[config.mk]
export PLATFORM = sky130hd
export DESIGN_NAME = min_max_feature_normalizer_core
export DESIGN_NICKNAME = d
export VERILOG_FILES = /design/src/mmfn_pkg.sv /design/src/mmfn_front.sv /design/src/mmfn_queue.sv /design/src/mmfn_divider.sv /design/src/min_max_feature_normalizer_core.sv
export VERILOG_INCLUDE_DIRS = /design/src /design/src/src
export SDC_FILE = /design/constraint.sdc
export NUM_CORES = 2
export LEC_CHECK = 0
export BUFFER_PORTS_ARGS = -buffer_cell sky130_fd_sc_hd__buf_2
export CORE_ASPECT_RATIO = 1.1
export CORE_MARGIN = 2
export CORE_UTILIZATION = 41
export CTS_CLUSTER_SIZE = 20
export DETAILED_ROUTE_END_ITERATION = 12
export PLACE_DENSITY_LB_ADDON = 0.25
export SKIP_CTS_REPAIR_TIMING = 1
export SLEW_MARGIN = 5
export SYNTH_ARGS = -nofsm -noshare
export SYNTH_HDL_FRONTEND = slang
export SYNTH_SLANG_ARGS = --single-unit
[constraint.sdc]
create_clock -name i_clk -period 9.9 [get_ports i_clk]
set_clock_uncertainty 0.1 [all_clocks]
set_input_delay 0.99 -clock i_clk [delete_from_list [all_inputs] [get_ports i_clk]]
set_output_delay 0.99 -clock i_clk [all_outputs]
set_load 0.02 [all_outputs]
[src/min_max_feature_normalizer_core_macros.svh]
// Assertion macros for the normaliser RTL.
// Each expects i_clk and i_rst_n in scope.
`ifndef MIN_MAX_FEATURE_NORMALIZER_CORE_MACROS_SVH
`define MIN_MAX_FEATURE_NORMALIZER_CORE_MACROS_SVH

// Condition holds at every clock edge out of reset.
`define MMFN_ASSERT_HOLDS(lbl, cond, msg) \
    lbl: assert property (@(posedge i_clk) disable iff (!i_rst_n) (cond)) else $error(msg);

// Consequent holds in the cycle after the antecedent.
`define MMFN_ASSERT_NEXT(lbl, ante, cons, msg) \
    lbl: assert property (@(posedge i_clk) disable iff (!i_rst_n) (ante) |=> (cons)) else $error(msg);

`endif

[src/mmfn_pkg.sv]
package mmfn_pkg;

    localparam int NUM_FEATURES = 32;
    localparam int QUEUE_DEPTH  = 2;
    localparam int DIV_STEPS    = 24;
    localparam int DIV_CNT_W    = $clog2(DIV_STEPS);

    localparam logic [31:0]        ONE_Q16 = 32'd65536;
    localparam logic signed [23:0] OUT_MAX = 24'sh7FFFFF;
    localparam logic signed [23:0] OUT_MIN = 24'sh800000;

    typedef enum logic {
        REQ_OBSERVE   = 1'b0,
        REQ_NORMALIZE = 1'b1
    } t_req_type;

    typedef struct packed {
        t_req_type          req_type;
        logic signed [31:0] sample_value;
        logic [4:0]         feature_index;
        logic               first_sample;
    } t_req;

    typedef struct packed {
        logic signed [23:0] normalized_value;
        logic               saturated;
        logic [4:0]         feature_echo;
    } t_res;

    typedef struct packed {
        logic signed [32:0] diff;
        logic [31:0]        range;
        logic [4:0]         idx;
    } t_job;

    typedef enum logic [2:0] {
        S_IDLE,
        S_ABS,
        S_CHK,
        S_DIV,
        S_DONE
    } t_div_state;

endpackage

[src/mmfn_front.sv]
module mmfn_front (
    input  logic              i_clk,
    input  logic              i_in_valid,
    input  mmfn_pkg::t_req    i_in_data,
    output logic              o_in_ready,
    output logic              o_push_valid,
    output mmfn_pkg::t_job    o_push_job,
    input  logic              i_push_ready
);

    logic signed [31:0] r_min [mmfn_pkg::NUM_FEATURES];
    logic signed [31:0] r_max [mmfn_pkg::NUM_FEATURES];

    logic               w_idx_ok;
    logic               w_accept;
    logic signed [31:0] w_mn;
    logic signed [31:0] w_mx;
    logic signed [32:0] w_range;

    assign w_idx_ok   = 32'(i_in_data.feature_index) < 32'(mmfn_pkg::NUM_FEATURES);
    assign o_in_ready = i_push_ready;
    assign w_accept   = i_in_valid && i_push_ready;

    assign w_mn = w_idx_ok ? r_min[i_in_data.feature_index] : 32'sd0;
    assign w_mx = w_idx_ok ? r_max[i_in_data.feature_index] : 32'sd0;

    assign w_range = {w_mx[31], w_mx} - {w_mn[31], w_mn};

    assign o_push_valid    = i_in_valid && (i_in_data.req_type == mmfn_pkg::REQ_NORMALIZE);
    assign o_push_job.diff = {i_in_data.sample_value[31], i_in_data.sample_value}
                           - {w_mn[31], w_mn};
    assign o_push_job.range = (w_range[32] || (w_range == 33'sd0)) ? mmfn_pkg::ONE_Q16
                                                                   : w_range[31:0];
    assign o_push_job.idx  = i_in_data.feature_index;

    always_ff @(posedge i_clk) begin
        if (w_accept && (i_in_data.req_type == mmfn_pkg::REQ_OBSERVE) && w_idx_ok) begin
            if (i_in_data.first_sample) begin
                r_min[i_in_data.feature_index] <= i_in_data.sample_value;
                r_max[i_in_data.feature_index] <= i_in_data.sample_value;
            end else begin
                if (i_in_data.sample_value < w_mn) begin
                    r_min[i_in_data.feature_index] <= i_in_data.sample_value;
                end
                if (i_in_data.sample_value > w_mx) begin
                    r_max[i_in_data.feature_index] <= i_in_data.sample_value;
                end
            end
        end
    end

endmodule

[src/mmfn_queue.sv]
module mmfn_queue (
    input  logic              i_clk,
    input  logic              i_rst_n,
    input  logic              i_push,
    input  mmfn_pkg::t_job    i_push_job,
    output logic              o_push_ready,
    output logic              o_pop_valid,
    output mmfn_pkg::t_job    o_pop_job,
    input  logic              i_pop
);

    localparam int PTR_W = (mmfn_pkg::QUEUE_DEPTH > 1) ? $clog2(mmfn_pkg::QUEUE_DEPTH) : 1;
    localparam int CNT_W = $clog2(mmfn_pkg::QUEUE_DEPTH + 1);

    mmfn_pkg::t_job r_mem [mmfn_pkg::QUEUE_DEPTH];
    logic [PTR_W-1:0] r_wr;
    logic [PTR_W-1:0] r_rd;
    logic [CNT_W-1:0] r_count;

    logic w_push;
    logic w_pop;

    assign o_push_ready = r_count != CNT_W'(mmfn_pkg::QUEUE_DEPTH);
    assign o_pop_valid  = r_count != '0;
    assign o_pop_job    = r_mem[r_rd];
    assign w_push       = i_push && o_push_ready;
    assign w_pop        = i_pop && o_pop_valid;

    always_ff @(posedge i_clk) begin
        if (w_push) begin
            r_mem[r_wr] <= i_push_job;
        end
    end

    always_ff @(posedge i_clk) begin
        if (!i_rst_n) begin
            r_wr    <= '0;
            r_rd    <= '0;
            r_count <= '0;
        end else begin
            if (w_push) begin
                r_wr <= (r_wr == PTR_W'(mmfn_pkg::QUEUE_DEPTH - 1)) ? '0 : r_wr + 1'b1;
            end
            if (w_pop) begin
                r_rd <= (r_rd == PTR_W'(mmfn_pkg::QUEUE_DEPTH - 1)) ? '0 : r_rd + 1'b1;
            end
            if (w_push && !w_pop) begin
                r_count <= r_count + 1'b1;
            end else if (w_pop && !w_push) begin
                r_count <= r_count - 1'b1;
            end
        end
    end

endmodule

[src/mmfn_divider.sv]
`include "min_max_feature_normalizer_core_macros.svh"

module mmfn_divider (
    input  logic              i_clk,
    input  logic              i_rst_n,
    input  logic              i_job_valid,
    input  mmfn_pkg::t_job    i_job,
    output logic              o_pop,
    output logic              o_out_valid,
    output mmfn_pkg::t_res    o_out_data,
    input  logic              i_out_ready
);

    mmfn_pkg::t_div_state r_state, n_state;

    logic signed [32:0]                r_diff, n_diff;
    logic [31:0]                       r_den, n_den;
    logic [4:0]                        r_idx, n_idx;
    logic                              r_neg, n_neg;
    logic [32:0]                       r_mag, n_mag;
    logic                              r_ovf, n_ovf;
    logic [31:0]                       r_rem, n_rem;
    logic [23:0]                       r_num_lo, n_num_lo;
    logic [23:0]                       r_quo, n_quo;
    logic [mmfn_pkg::DIV_CNT_W-1:0]    r_cnt, n_cnt;
    logic                              r_out_valid, n_out_valid;
    mmfn_pkg::t_res                    r_out, n_out;

    logic [32:0] w_trial;
    logic [32:0] w_sub;
    logic        w_ge;
    logic        w_out_free;

    assign w_trial    = {r_rem, r_num_lo[23]};
    assign w_sub      = w_trial - {1'b0, r_den};
    assign w_ge       = w_trial >= {1'b0, r_den};
    assign w_out_free = !r_out_valid || i_out_ready;

    assign o_out_valid = r_out_valid;
    assign o_out_data  = r_out;

    always_ff @(posedge i_clk) begin
        if (!i_rst_n) begin
            r_state     <= mmfn_pkg::S_IDLE;
            r_out_valid <= 1'b0;
        end else begin
            r_state     <= n_state;
            r_out_valid <= n_out_valid;
        end
    end

    always_ff @(posedge i_clk) begin
        r_diff   <= n_diff;
        r_den    <= n_den;
        r_idx    <= n_idx;
        r_neg    <= n_neg;
        r_mag    <= n_mag;
        r_ovf    <= n_ovf;
        r_rem    <= n_rem;
        r_num_lo <= n_num_lo;
        r_quo    <= n_quo;
        r_cnt    <= n_cnt;
        r_out    <= n_out;
    end

    always_comb begin
        n_state     = r_state;
        n_diff      = r_diff;
        n_den       = r_den;
        n_idx       = r_idx;
        n_neg       = r_neg;
        n_mag       = r_mag;
        n_ovf       = r_ovf;
        n_rem       = r_rem;
        n_num_lo    = r_num_lo;
        n_quo       = r_quo;
        n_cnt       = r_cnt;
        n_out       = r_out;
        n_out_valid = r_out_valid && !i_out_ready;
        o_pop       = 1'b0;

        unique case (r_state)
            mmfn_pkg::S_IDLE: begin
                if (i_job_valid) begin
                    o_pop   = 1'b1;
                    n_diff  = i_job.diff;
                    n_den   = i_job.range;
                    n_idx   = i_job.idx;
                    n_state = mmfn_pkg::S_ABS;
                end
            end
            mmfn_pkg::S_ABS: begin
                n_neg   = r_diff[32];
                n_mag   = r_diff[32] ? 33'(-r_diff) : 33'(r_diff);
                n_state = mmfn_pkg::S_CHK;
            end
            mmfn_pkg::S_CHK: begin
                n_ovf    = {8'b0, r_mag} >= {1'b0, r_den, 8'b0};
                n_rem    = {7'b0, r_mag[32:8]};
                n_num_lo = {r_mag[7:0], 16'b0};
                n_cnt    = '0;
                n_state  = n_ovf ? mmfn_pkg::S_DONE : mmfn_pkg::S_DIV;
            end
            mmfn_pkg::S_DIV: begin
                n_rem    = w_ge ? w_sub[31:0] : w_trial[31:0];
                n_quo    = {r_quo[22:0], w_ge};
                n_num_lo = {r_num_lo[22:0], 1'b0};
                n_cnt    = r_cnt + 1'b1;
                if (r_cnt == mmfn_pkg::DIV_CNT_W'(mmfn_pkg::DIV_STEPS - 1)) begin
                    n_state = mmfn_pkg::S_DONE;
                end
            end
            mmfn_pkg::S_DONE: begin
                if (w_out_free) begin
                    n_out_valid        = 1'b1;
                    n_out.feature_echo = r_idx;
                    if (r_ovf) begin
                        n_out.saturated        = 1'b1;
                        n_out.normalized_value = r_neg ? mmfn_pkg::OUT_MIN : mmfn_pkg::OUT_MAX;
                    end else if (!r_neg) begin
                        n_out.saturated        = r_quo[23];
                        n_out.normalized_value = r_quo[23] ? mmfn_pkg::OUT_MAX
                                                           : $signed(r_quo);
                    end else if (r_quo > 24'h800000) begin
                        n_out.saturated        = 1'b1;
                        n_out.normalized_value = mmfn_pkg::OUT_MIN;
                    end else begin
                        n_out.saturated        = 1'b0;
                        n_out.normalized_value = $signed(24'(-r_quo));
                    end
                    n_state = mmfn_pkg::S_IDLE;
                end
            end
            default: begin
                n_state = mmfn_pkg::S_IDLE;
            end
        endcase
    end

    `MMFN_ASSERT_HOLDS(a_rem_below_den, (r_state != mmfn_pkg::S_DIV) || (r_rem < r_den), "divider remainder not below divisor")
    `MMFN_ASSERT_NEXT(a_pop_starts_job, o_pop, r_state == mmfn_pkg::S_ABS, "pop did not start a job")
    `MMFN_ASSERT_HOLDS(a_sat_at_limit, !(r_out_valid && r_out.saturated) || (r_out.normalized_value == mmfn_pkg::OUT_MAX) || (r_out.normalized_value == mmfn_pkg::OUT_MIN), "saturated result off the limits")

endmodule

[src/min_max_feature_normalizer_core.sv]
// A normalise transfer passes from acceptance through the queue, the sign and range check,
// 24 radix-2 divide steps (skipped on overflow) and the output register.
// The serial divider takes one normalise job at a time; later jobs wait in the queue.
// Observe transfers are accepted while the divider is busy, until the queue fills.
// Reset clears the queue, divider state and output valid; the min/max stores
// hold no value until written.
module min_max_feature_normalizer_core (
    input  logic              i_clk,
    input  logic              i_rst_n,
    input  logic              i_in_valid,
    input  mmfn_pkg::t_req    i_in_data,
    output logic              o_in_ready,
    output logic              o_out_valid,
    output mmfn_pkg::t_res    o_out_data,
    input  logic              i_out_ready
);

    logic           w_push_valid;
    logic           w_push_ready;
    mmfn_pkg::t_job w_push_job;
    logic           w_pop_valid;
    logic           w_pop;
    mmfn_pkg::t_job w_pop_job;

    mmfn_front u_front (
        .i_clk        (i_clk),
        .i_in_valid   (i_in_valid),
        .i_in_data    (i_in_data),
        .o_in_ready   (o_in_ready),
        .o_push_valid (w_push_valid),
        .o_push_job   (w_push_job),
        .i_push_ready (w_push_ready)
    );

    mmfn_queue u_queue (
        .i_clk        (i_clk),
        .i_rst_n      (i_rst_n),
        .i_push       (w_push_valid),
        .i_push_job   (w_push_job),
        .o_push_ready (w_push_ready),
        .o_pop_valid  (w_pop_valid),
        .o_pop_job    (w_pop_job),
        .i_pop        (w_pop)
    );

    mmfn_divider u_divider (
        .i_clk       (i_clk),
        .i_rst_n     (i_rst_n),
        .i_job_valid (w_pop_valid),
        .i_job       (w_pop_job),
        .o_pop       (w_pop),
        .o_out_valid (o_out_valid),
        .o_out_data  (o_out_data),
        .i_out_ready (i_out_ready)
    );

endmodule
---- Word level (Yosys, flattened, before mapping) ----
Memories as Yosys holds them, arrays and structs flattened. A register that Yosys moved wholly into a read port is not among the register bits.
Cells that the tools add are included.
word-level totals
  logic and storage cells ................. 107
  output and inout port bits .............. 32
  RAM bits ................................ 2,188
  memories kept ........................... 3
  register bits after elaboration ......... 158
cells by class
  magnitude comparators ................... 5
  $add $sub $neg .......................... 10
  bitwise operators ....................... 3
  mux-type cells .......................... 39
  reduce and logical (&&, ||, !) cells .... 22
  eq/ne operators ......................... 9
memory list
  memory         depth  bits a word  read ports  clocked after Yosys merged registers in  wr ports  line              RTL
  u_front.r_max  32     32           1           0                                        1         mmfn_front.sv:12  logic signed [31:0] r_max [mmfn_pkg::NUM_FEATURES];
  u_front.r_min  32     32           1           0                                        1         mmfn_front.sv:11  logic signed [31:0] r_min [mmfn_pkg::NUM_FEATURES];
  u_queue.r_mem  2      70           1           1                                        1         mmfn_queue.sv:15  mmfn_pkg::t_job r_mem [mmfn_pkg::QUEUE_DEPTH];
operators by type and width
  kind                  number
  $mux 32               5
  $mux 25               3
  $sub 32x32->33        2
  $pmux 32 s2           1
  $pmux 24 s2           1
  $ge 33x40->1          1
  $ge 33x32->1          1
  $logic_not 33->1      1
  $neg 33->33           1
  $gt 32x32->1          1
  $lt 32x32->1          1
  $sub 32x32->32        1
  $gt 24x24->1 const B  1
  $mux 24               1
  $neg 24->24           1
  $mux 23               1
  $mux 1                19
  $pmux 3 s5            1
  $mux 3                4
  $pmux 5 s2            1
  $logic_and 1x1->1     8
  $eq 3x2->1 const B    2
  $reduce_bool 2->1     3
  $add 5x1->5 const B   1
  other kinds (16)      26

---- Depth between registers and ports, before layout ----
  depth in word-level cells ............... 7
  mapped depth ............................ 20

---- Cells and area by module ----
A second synthesis with hierarchy kept.
unflattened totals
  cells, all modules ...................... 5,052
  area, all modules ....................... 97,842.6 µm²
by module, submodules not included
  module        seq. area each (µm²)  times used  cells an instance  area an instance (µm²)
  mmfn_front    61,499.0              1           3,835              81,662.1
  mmfn_divider  6,206.0               1           975                10,905.5
  mmfn_queue    4,304.1               1           242                5,275.1

---- Least setup slack after synthesis ----
OpenSTA, ideal clock, no wires.
  path kind ............................... input to register
  from .................................... input i_in_data[1] (netlist bit)
  to ...................................... memory u_front.r_min[0][0] (enable)
  buffers on the path ..................... 5
  required time ........................... 9.298 ns
  slack ................................... 0.392 ns
  data arrival time ....................... 8.906 ns
  library setup time ...................... 0.502 ns
  stages on the path ...................... 19
  path through ............................ clkbuf_1 clkbuf_1 buf_1 buf_1 mux4_2 a221oi_1 and3_1 ha_1 o21ai_0 a21boi_0 o21a_1 o21a_1 o21a_1 o211ai_1 a211oi_1 o41ai_1 a211oi_1 clkbuf_1 nor4_1
on the way
  longest elaborated chain between the ends .. 7
ends and longest elaborated chain
  what                          line                                   RTL
  start: declaration            min_max_feature_normalizer_core.sv:11  input mmfn_pkg::t_req i_in_data,
  $mem_v2 32x32                 -
  $lt 32x32->1                  mmfn_front.sv:42                       if (i_in_data.sample_value < w_mn) begin
  $mux 1                        mmfn_front.sv:42
  $mux 1                        mmfn_front.sv:38                       if (i_in_data.first_sample) begin
  $mux 1                        mmfn_front.sv:37                       if (w_accept && (i_in_data.req_type == mmfn_pkg::REQ_OBSERVE) && w_idx_ok) begin
  $mux 1 (not written as such)  mmfn_front.sv:43                       r_min[i_in_data.feature_index] <= i_in_data.sample_value;
  $or 1x1->1 (no line)          -
  end: declaration              mmfn_front.sv:11
Parallel ways exist; a longest one is shown, timed or not.

==> impl_metrics.json <==
{
  "cp-start-kind": "primary input",
  "clock.fmax_mhz": 137,
  "antenna_found_initial": 10,
  "globalplace.congestion": 0.932,
  "cts_buffers": 229,
  "dp_hpwl_um": 160000,
  "ys_types": 77,
  "ant_nets": 0,
  "synth_compound_area_share_pct": 5.01,
  "cp_cell_sequence": "buf_8 -> buf_12 -> mux4_2 -> a22o_1 -> nor4_1 -> inv_1 -> ha_1 -> nand2_1 -> a211oi_1 -> nor4b_1 -> o31ai_1 -> o22a_1 -> a21oi_1 -> o2111ai_1 -> o21ai_2 -> buf_4 -> nor3_1",
  "synth_edf_count": 2392,
  "synth_top_family_by_area": "multiplexers",
  "portBuffers": 74,
  "post-route-period-util_pct": 73.7,
  "required_ns": 10.49,
  "tightest_slew_ns": 1.29,
  "slowest_delay_ns": 1.01,
  "grt_pass1_vias": 50154,
  "p_total_uw": 24100,
  "viasPerCell": 5.91,
  "final_cell_mix": "edfxtp_1 (2392), mux4_2 (512), clkbuf_16 (230)",
  "synth-seq-cells": 2400,
  "areaGrowthSynthToFinish_pct": 13.6,
  "drt_iter0_drc": 5752,
  "r2r_slack_ns": 3.49,
  "met1_usage_pct": 29.7,
  "drtPass1Iterations": 5,
  "cts_tree": "done",
  "io_pins": 75,
  "drc": 0,
  "hp-class": "primary input to register",
  "critPathArrivalTime_ns": 7.89,
  "crit_type": "primary input to register",
  "crit_slowest_cell": "nor4_1",
  "grt_max_degree": 97,
  "max-cap-violations": 0,
  "drive_gt1_share_pct": 24.1,
  "avgSynthCellArea_um2": 19.6,
  "core.rowCount": 187,
  "yosysTopAreaCell": "edfxtp_1",
  "synthMuxAreaShare_pct": 12.9,
  "coreArea_mm2": 0.236,
  "setup_viol": 0,
  "ys_seq_area_share_pct": 74.2,
  "yosys_warnings": 0,
  "cp_max_fo": 75,
  "ys.flop_type": "edfxtp_1",
  "rsz0062_at_grt": "no",
  "die_area_mm2": 0.241,
  "leakagePower_uw": 0.0355,
  "synthAdderAreaFrac_pct": 2.10,
  "drt-total-wl_um": 265000,
  "clk_latency_ns": 0.89,
  "synthesis.area_mm2": 0.0970,
  "hold_depth": 2,
  "grt_pass1_wl_um": 375000,
  "start_util_pct": 41.2,
  "syn_nets": 5148,
  "cts_root_buf": "clkbuf_16",
  "wl_per_cell_um": 31.1,
  "fin_crit_ns": 7.30,
  "vias": 50481,
  "cts_sinks": 2400,
  "layout_commonest_cell": "edfxtp_1",
  "grtUsageMet3_pct": 3.17,
  "die_h_um": 514,
  "synthSimpleGateAreaFrac_pct": 3.41,
  "die_x_um": 468,
  "status": "complete, no violations",
  "grt-busiest-layer": "met2",
  "crit_path_end_kind": "register",
  "reg2reg_depth": 17,
  "async_reset_ff_share_pct": 0,
  "powerDensity_mw_per_mm2": 219,
  "grt_usage_pct": 21.9,
  "grt_use_met2_pct": 36.9,
  "synth_area_leaders": "edfxtp_1 (74%), mux4_2 (12%), ha_1 (2.0%), a22o_1 (1.4%), mux2_2 (0.81%)",
  "synth_top_area_share_pct": 74.0,
  "final-hold-violation-count": 0,
  "fillers": 19433,
  "drv_slew": 0,
  "netlist_instances": 4944,
  "setup-tns-final_ns": 0,
  "ir_worst_vdd_uv": 150,
  "cts-htree-levels": 4,
  "max-slew-margin-rel_pct": 13.2,
  "grt_remaining_overflow": 0,
  "fin_nets": 5432,
  "synth-xor-area-share_pct": 1.01,
  "clk_pin_slew_worst_paths_ns": 0.06,
  "cts_buffer_depth": 3
}
==> path summary, 6_finish.rpt <==
check / from / to
max: i_in_data[1] / u_queue.r_mem[1][15]
min: i_rst_n / u_queue.r_wr
max reg2reg: u_front.r_min[4][1] / u_front.r_min[13][19]
min reg2reg: u_divider.r_idx[2] / u_divider.o_out_data[2]
==> sequential cells by signal, summed over array words and instances, names as in the netlist, 24 cells and up <==
| register | cells |
|---|---|
| u_divider.o_out_data | 30 |
| u_divider.r_den | 32 |
| u_divider.r_diff | 33 |
| u_divider.r_mag | 33 |
| u_divider.r_quo | 24 |
| u_divider.r_rem | 32 |
| u_front.r_max | 1024 |
| u_front.r_min | 1024 |
| u_queue.r_mem | 140 |
==> power breakdown <==
part           internal (uW)  leakage (uW)  switching [uW]  total (uW)
registers              11800        0.0217             210       12000
clock network           4790       0.00356            3820        8620
logic                   1310        0.0103            2200        3510
total                  17900        0.0355            6230       24100
==> cells by family (layout without fill, tap and decap cells) <==
kind of cell / after synthesis / count (layout)
buffers and inverters: 340 / 822
DFF: 2400 / 2400
adders and majority gates: 161 / 161
xor gates and xnor gates: 112 / 112
AOI/OAI and AO/OA: 680 / 680
and+or+nand+nor: 646 / 646
muxes: 605 / 605
other: 0 / 4
==> worst max-delay path: cells and delay by family <==
kind | cells | cell delay, ns
AO/OA/AOI/OAI | 7 | 2.27
adder cells (fa/ha/maj) | 1 | 0.56
buffers and inverters | 4 | 1.62
multiplexers | 1 | 0.59
AND/OR/NAND/NOR | 4 | 1.57
==> cell usage after synthesis, types with 10 or more instances <==
| cell type | number |
|---|---|
| ha_1 | 158 |
| edfxtp_1 | 2392 |
| clkbuf_1 | 163 |
| nor2_1 | 189 |
| buf_1 | 69 |
| nand3_1 | 26 |
| and4_1 | 15 |
| inv_1 | 105 |
| o21ai_0 | 78 |
| a211oi_1 | 14 |
| o22ai_1 | 16 |
| a22o_1 | 152 |
| nor4_1 | 75 |
| nor3_1 | 39 |
| xor2_1 | 39 |
| a21o_1 | 69 |
| and3_1 | 36 |
| a31oi_1 | 15 |
| or3_1 | 12 |
| nand2_1 | 126 |
| a21oi_1 | 117 |
| o31ai_1 | 18 |
| a21boi_0 | 10 |
| nand4_1 | 26 |
| o21a_1 | 20 |
| a22oi_1 | 86 |
| a221oi_1 | 24 |
| xnor2_1 | 73 |
| mux2_2 | 70 |
| nand2b_1 | 22 |
| mux4_2 | 512 |
| mux2i_1 | 23 |
| nor2b_1 | 26 |
==> metrics by stage <==
stage / cell area (um^2) / utilization, % / instances / hold WS [ns] / worst slack (ns)
after CTS: 110000 / 46.8 / 8544 / 0.246 / 2.77
after detailed placement: 103000 / 43.7 / 8115 / 0.307 / 1.83
after global placement: 103000 / 43.7 / 8114 / 0.301 / 1.55
after global routing: 110000 / 46.8 / 8545 / 0.294 / 2.37
final: 110000 / 46.8 / 8548 / 0.316 / 2.60
after floorplan: 97000 / - / 4944 / 0.300 / 0.392
==> cell type report <==
| cell class | count | area (um^2) | area share, % |
|---|---|---|---|
| antenna | 4 | 10.0 | 0.00908 |
| clock buffer | 281 | 5950 | 5.40 |
| clock inverter | 148 | 1370 | 1.24 |
| inverter | 106 | 398 | 0.361 |
| multi-input combinational | 2204 | 24400 | 22.1 |
| sequential | 2400 | 72000 | 65.3 |
| tap | 3118 | 3900 | 3.54 |
| timing repair buffer | 287 | 2210 | 2.01 |
==> routing by layer <==
| metal | routed length (um) | part of all wire (%) | up-vias |
|---|---|---|---|
| li1 | - | - | 21123 |
| met1 | 107000 | 40 | 27065 |
| met2 | 133000 | 50 | 1913 |
| met3 | 17900 | 6.8 | 380 |
| met4 | 7490 | 2.8 | 0 |
| met5 | 0 | 0 | - |
Power figures use the tool's default switching activity.
